### config.mk
export PLATFORM = sky130hd
export DESIGN_NAME = sqvs_fifo
export DESIGN_NICKNAME = d
export VERILOG_FILES = /design/src/hdl/sqvs_fifo.sv
export SDC_FILE = /design/constraint.sdc
export NUM_CORES = 1
export LEC_CHECK = 0
export ABC_CLOCK_PERIOD_IN_PS = 1600
export BUFFER_PORTS_ARGS = -buffer_cell sky130_fd_sc_hd__clkbuf_2
export CAP_MARGIN = 10
export CORE_MARGIN = 3
export CORE_UTILIZATION = 40
export CTS_CLUSTER_SIZE = 8
export DETAILED_ROUTE_END_ITERATION = 16
export PLACE_DENSITY = 0.72
export RECOVER_POWER = 50
export SETUP_SLACK_MARGIN = 0.4
export SLEW_MARGIN = 25
export SYNTH_ARGS = -nofsm -noshare
export SYNTH_HDL_FRONTEND = slang
export SYNTH_SLANG_ARGS = --single-unit
### constraint.sdc
create_clock -name clk -period 1.6 [get_ports clk]
set_input_delay 0.08 -clock clk [delete_from_list [all_inputs] [get_ports clk]]
set_output_delay 0.08 -clock clk [all_outputs]
set_load 0.01 [all_outputs]
### src/hdl/sqvs_fifo.sv
// Small register queue used between the front and back parts and at the result side.
module sqvs_fifo #(
	parameter int W = 8,
	parameter int DEPTH = 2
) (
	input  logic clk,
	input  logic arst_n,
	input  logic push,
	input  logic [W-1:0] wdata,
	output logic full,
	input  logic pop,
	output logic [W-1:0] rdata,
	output logic empty
);
	localparam int AW = (DEPTH > 1) ? $clog2(DEPTH) : 1;
	localparam int CW = $clog2(DEPTH + 1);

	logic [W-1:0] regs_q [DEPTH];
	logic [AW-1:0] wr_q, rd_q;
	logic [CW-1:0] cnt_q;
	logic do_push, do_pop;

	assign full = cnt_q == CW'(DEPTH);
	assign empty = cnt_q == '0;
	assign do_push = push && !full;
	assign do_pop = pop && !empty;
	assign rdata = regs_q[rd_q];

	always_ff @(posedge clk) begin
		if (do_push) begin
			regs_q[wr_q] <= wdata;
		end
	end

	always_ff @(posedge clk or negedge arst_n) begin
		if (!arst_n) begin
			wr_q <= '0;
			rd_q <= '0;
			cnt_q <= '0;
		end else begin
			if (do_push) begin
				wr_q <= (wr_q == AW'(DEPTH - 1)) ? '0 : wr_q + 1'b1;
			end
			if (do_pop) begin
				rd_q <= (rd_q == AW'(DEPTH - 1)) ? '0 : rd_q + 1'b1;
			end
			if (do_push && !do_pop) begin
				cnt_q <= cnt_q + 1'b1;
			end else if (do_pop && !do_push) begin
				cnt_q <= cnt_q - 1'b1;
			end
		end
	end
endmodule

==> flow_summary_export.csv, run 1 <==
group,metric,value,unit
sta,tns,0,ps
die,initial_core_util,43.9,%
clocking,max-clock-path-buffers,2,
die,pin_count,22,
worst_setup_path,r2r-start,"cnt_q[0]$_DFFE_PN0P_",
worst_setup_path,critPathRequiredTime,1520,ps
grt,grt_overflow,0,
sta,max_freq,0.699,GHz
sta,rsz0062_at_grt,"true",
sta,finalCritPeriodShare,89.4,%
sta,setup_viol,0,
worst_setup_path,reg2reg_to,"cnt_q[1]$_DFFE_PN0P_",
synth,yosysUniqueCellTypes,15,
die,die_w,50.2,um
synth,ys_warn_count,0,
synth,yosys.area.top_type,"edfxtp_1",
clocking,cts_made_buffers,3,
die,die_h,50.2,um
synth,ys_async_sr_fraction,20.0,%
clocking,cts.reportedPaths.clkPinSlew,110,ps
finish,nets,102,
clocking,htreeDepth,1,
synth,synthFlopType,"edfxtp_1",
outcome,status,"complete, no violations",
worst_hold_path,min_from,"pop",
sta,fin_skew,6.50,ps
finish,n_antenna_cell,0,
grt,antenna_found_initial,0,
die,core,1780,um^2
worst_hold_path,min_to,"rd_q$_DFFE_PN0P_",
synth,syn_inst,44,
sta,hold_viol,0,
synth,avgSynthCellArea,17.8,um^2
route,firstDrtPassIters,4,
route,vias,510,
job,drv_cap,0,
worst_setup_path,ff2ff_path_depth,7,
sta,maxSlewHeadroom,71.0,%
worst_setup_path,path_max_fanout,4,
synth,synthTopCellsByCount,"16 x edfxtp_1, 6 x mux2_1, 4 x dfrtp_1",
route,route.detailed.drc,0,
route,drt_wl_total,1610,um
power_and_ir_drop,irDropWorstVdd,0.000913,V
synth,synth-seq-cells,20,
grt,grt_max_degree,12,
synth,syn_area,782,um^2
finish,nFillCells,123,
worst_setup_path,crit_type,"flip-flop to output port",
finish,drive_gt1_share,56.8,%
route,avgViaCountPerCell,4.51,
grt,grt_pass1_wl,2460,um
worst_setup_path,start_kind,"flip-flop",
worst_setup_path,worstSetupEndpointType,"output port",
worst_hold_path,hold_path_class,"input port to flip-flop",
clocking,clk-insertion-delay-late,300,ps
finish,multiInputGateArea,272,um^2
power_and_ir_drop,p_leak,0.518,nW
worst_hold_path,hold_depth,4,
grt,grt_pass1_vias,521,
synth,synth_nets,57,
clocking,cts_root_buf,"clkbuf_4",
power_and_ir_drop,p_total,0.00219,W
power_and_ir_drop,p_per_area,1770,nW/um^2
synth,yosysSeqAreaShare,74.2,%
synth,synth.area.top_cells,"edfxtp_1 61%, dfrtp_1 13%, mux2_1 8.6%, mux2_2 2.9%, xnor2_1 2.2%",
die,dieArea,2520,um^2
worst_setup_path,regToRegSetupSlack,190,ps
placement,post-dp-hpwl,917,um
sta,period_needed,1430,ps
sta,tightestPinTransition,435,ps
grt,grt_use_total,13.6,%
placement,gp_congestion,0.730,
finish,syn2layout_area_growth,58.4,%
finish,seqCellArea,583,um^2
route,ant_nets,0,
route,wl_per_cell,14.3,um
synth,synth_edf_count,16,
clocking,cts_tree,"built",
placement,portBuffers,21,
worst_setup_path,arrival,1350,ps
sta,slew_viol_final,0,
synth,synthDominantCellAreaShare,61.4,%
die,num_rows,15,
synth,yosysMostFrequentCell,"edfxtp_1",
clocking,cts_sinks,20,
route,drtIter0Drc,6,
-- sequential cells by signal, summed over array words and instances (netlist names) --
signal and flops:
regs_q 16, cnt_q 2, rd_q 1, wr_q 1
-- timing repair --
item,CTS,global route
pin swaps,2,5
setup endpoints to repair,26,28
hold buffers,9,0
hold endpoints to repair,20,0
gates resized for setup,17,19
buffers inserted,7,4
-- cell type report --
cell class / instances / share of cell area, %
multi-input cells: 21 / 21.9
inverters: 2 / 0.606
clock buffers: 3 / 1.82
well taps: 25 / 2.53
repair buffers: 41 / 25.8
flip-flops and latches: 20 / 47.1
clock inverters: 1 / 0.303
-- cell usage in the layout (no fill, tap or decap), types with 2 or more instances in the layout --
cell,synthesis,final
buf_2,1,2
nor2_2,0,2
clkbuf_1,0,6
xnor2_2,1,2
edfxtp_1,16,16
clkbuf_2,0,7
buf_6,0,9
buf_4,0,8
dfrtp_2,0,2
dfrtp_1,4,2
clkbuf_4,0,3
mux2_4,0,7
dlygate4sd3_1,0,9
-- through the flow --
stage	utilization, %	hold slack (ps)	setup WS (ps)	instances	area, um^2
3_3_place_gp	52.3	-106	240	89	932
5_1_grt	69.5	151	92.5	113	1240
4_1_cts	65.1	53.4	234	109	1160
3_5_place_dp	52.3	-100	207	89	932
6_report	69.5	132	170	113	1240
2_1_floorplan	-	-216	299	44	801
-- critical path, stage by stage (launching register included) --
cell      delay [ps]
dfrtp_2          440
nand2b_2         210
buf_4            140
buf_6            100
inv_1             40
buf_2            110
-- cell families (layout without fill, tap and decap cells) --
family / Yosys count / after routing / share of synthesized area [%]
fa+ha+maj: 1 / 1 / 1.60
simple gates: 6 / 6 / 3.84
mux: 8 / 8 / 11.5
buf+inv: 3 / 47 / 1.60
flops: 20 / 20 / 74.2
xor+xnor: 5 / 5 / 6.56
compound gates: 1 / 1 / 0.639
-- power by group --
group	leakage, nW	internal [W]	total, W	switching (W)
Combinational	0.309	0.000670	0.00113	0.000458
Clock	0.0154	0.0000908	0.000241	0.000150
Sequential	0.193	0.000733	0.000820	0.0000871
-- per-layer routing --
layer / vias to the layer above / global-route usage, % / routed length (um)
li1: 246 / - / -
met1: 243 / 16.9 / 676
met2: 17 / 22.8 / 834
met3: 4 / 0.890 / 60
met4: 0 / 8.29 / 40
met5: - / 0 / 0
-- worst max path at each step --
stage                               from                      to
floorplan           cnt_q[0]$_DFFE_PN0P_    cnt_q[1]$_DFFE_PN0P_
global placement    cnt_q[0]$_DFFE_PN0P_  regs_q[0][6]$_DFFE_PP_
detailed placement  cnt_q[0]$_DFFE_PN0P_    cnt_q[1]$_DFFE_PN0P_
CTS                     rd_q$_DFFE_PN0P_                rdata[0]
global route        cnt_q[0]$_DFFE_PN0P_    cnt_q[1]$_DFFE_PN0P_
finish              cnt_q[0]$_DFFE_PN0P_                    full
Power figures use the tool's default switching activity.
==> run 2: changes to the inputs <==
- BUFFER_PORTS_ARGS: -buffer_cell sky130_fd_sc_hd__clkbuf_2 -> default
- DONT_BUFFER_PORTS: default -> 1
- PLACE_DENSITY: 0.72 -> 0.62
==> run 2 against run 1 <==
  * Combinational power fell by 25%
  * Final cell count fell by 18%
  * Fmax rose by 0.39%
  * Sequential share of layout area rose by 6.6 points
  * Clock power fell by 5%
  * Via count fell by 16%
  * Critical path type is now flip-flop to flip-flop
  * Largest cell class unchanged
  * Highest routed layer unchanged
==> flow_summary_export.csv, run 2 (same netlist as run 1, synthesis figures left out) <==
group,metric,value,unit
placement,portBuffers,0,
sta,setup_ws,176,ps
clocking,cts.reportedPaths.clkPinSlew,100,ps
finish,utilization,61.1,%
power_and_ir_drop,p_per_area,1740,nW/um^2
grt,grt.met2_usage,20.9,%
sta,tns,0,ps
worst_setup_path,crit_type,"flip-flop to flip-flop",
sta,setup_viol,0,
sta,max_freq,0.702,GHz
grt,grt_pass1_wl,2170,um
die,die_w,50.2,um
clocking,cts_root_buf,"clkbuf_4",
finish,final_common_cell,"edfxtp_1",
die,num_rows,15,
power_and_ir_drop,p_total,0.00189,W
finish,syn2layout_area_growth,39.2,%
sta,tightestPinTransition,258,ps
grt,use_met3,3.56,%
route,ant_nets,0,
sta,rsz0062_at_grt,"true",
worst_setup_path,worstSetupEndpointType,"flip-flop",
placement,gp_congestion,0.724,
grt,met1_usage,12.4,%
route,vias,427,
worst_setup_path,critPathRequiredTime,1810,ps
outcome,status,"complete, no violations",
finish,drive_gt1_share,44.1,%
finish,largest_reg_flops,16,
sta,slew_viol_final,0,
die,pin_count,22,
route,wl_per_cell,15.2,um
worst_setup_path,regToRegSetupSlack,180,ps
grt,grt_use_total,11.9,%
placement,post-dp-hpwl,910,um
finish,top_register,"regs_q",
finish,nets,82,
grt,busiest_layer,"met2",
die,initial_core_util,43.9,%
clocking,htreeDepth,1,
die,core,1780,um^2
grt,grt_max_degree,12,
sta,hold_viol,0,
route,firstDrtPassIters,2,
worst_setup_path,start_kind,"flip-flop",
clocking,cts_sinks,20,
job,drv_cap,0,
route,drt_wl_total,1410,um
finish,n_antenna_cell,0,
finish,mostFrequentLayoutCells,"16 x edfxtp_1, 10 x dlygate4sd3_1, 7 x mux2_4, 5 x buf_4, 4 x buf_6",
die,die_h,50.2,um
grt,grt_overflow,0,
worst_setup_path,path_max_fanout,3,
grt,grt_pass1_vias,485,
clocking,max-clock-path-buffers,2,
route,drtIter0Drc,5,
clocking,cts_made_buffers,3,
placement,post-place-ws,168,ps
clocking,clk-insertion-delay-late,280,ps
clocking,cts_tree,"built",
sta,period_needed,1420,ps
power_and_ir_drop,p_leak,0.424,nW
finish,reg_top3,"regs_q: 16 flops, cnt_q: 2 flops",
sta,finalCritPeriodShare,89.0,%
sta,maxSlewHeadroom,82.8,%
route,avgViaCountPerCell,4.59,
worst_setup_path,arrival,1630,ps
power_and_ir_drop,irDropWorstVdd,0.00103,V
die,dieArea,2520,um^2
sta,fin_skew,0.952,ps
sta,holdWs,50.8,ps
route,route.detailed.drc,0,
worst_hold_path,hold_path_class,"input port to async pin",
grt,antenna_found_initial,0,
run 2: cell types whose count changed in the layout (fill, tap and decap cells not counted), moves of 2 or more:
cell / before / now
buf_4: 8 / 5
buf_6: 9 / 4
buf_2: 2 / 0
clkbuf_2: 7 / 0
nor2_2: 2 / 0
clkbuf_1: 6 / 2
run 2: report_power, final:
| part | total [W] | internal [W] | switching (W) |
|---|---|---|---|
| Clock | 0.000229 | 0.0000905 | 0.000139 |
| Sequential | 0.000816 | 0.000735 | 0.0000805 |
| Combinational | 0.000846 | 0.000460 | 0.000386 |
| Total | 0.00189 | 0.00129 | 0.000605 |
run 2: critical path, stage by stage, from the launching register on:
cell and delay [ps]:
dfrtp_2 440, nand2b_1 210, nand2_4 100, inv_2 40, ha_4 140, xor2_1 130, nor2_1 110, xor2_1 180
run 2: per-stage QoR:
| step | std cells | area [um^2] |
|---|---|---|
| 2_1_floorplan | 44 | 801 |
| 3_3_place_gp | 70 | 842 |
| 3_5_place_dp | 70 | 842 |
| 6_report | 93 | 1090 |
| 4_1_cts | 91 | 1080 |
| 5_1_grt | 93 | 1090 |
run 2: area by class of cell:
class	instances	area (um^2)
fill	139	694
sequential	20	584
multi-input combinational	21	249
timing repair buffer	21	190
tap	25	31.3
clock buffer	3	22.5
inverter	2	7.51
clock inverter	1	3.75
run 2: worst paths after layout:
kind | cells past startpoint | start | end
worst max register to register | 7 | cnt_q[0]$_DFFE_PN0P_ | cnt_q[1]$_DFFE_PN0P_
worst max-delay path | 7 | cnt_q[0]$_DFFE_PN0P_ | cnt_q[1]$_DFFE_PN0P_
min in group clk | 3 | push | wr_q$_DFFE_PN0N_
max in group asynchronous | 1 | arst_n | rd_q$_DFFE_PN0P_
worst min register to register | 1 | wr_q$_DFFE_PN0N_ | wr_q$_DFFE_PN0N_
worst min-delay path | 1 | arst_n | wr_q$_DFFE_PN0N_
run 2: what timing repair did:
item	4_1_cts	5_1_grt
buffers inserted	7	2
hold buffers	10	0
pin swaps	4	1
endpoints found under the setup margin	26	28
endpoints found under the hold margin	21	0
resized for setup	24	5
run 2: routing by layer:
metal / up-vias / part of all wire (%)
met3: 2 / 5.2
met1: 208 / 37
met4: 0 / 0.57
met5: - / 0
met2: 12 / 57
li1: 205 / -
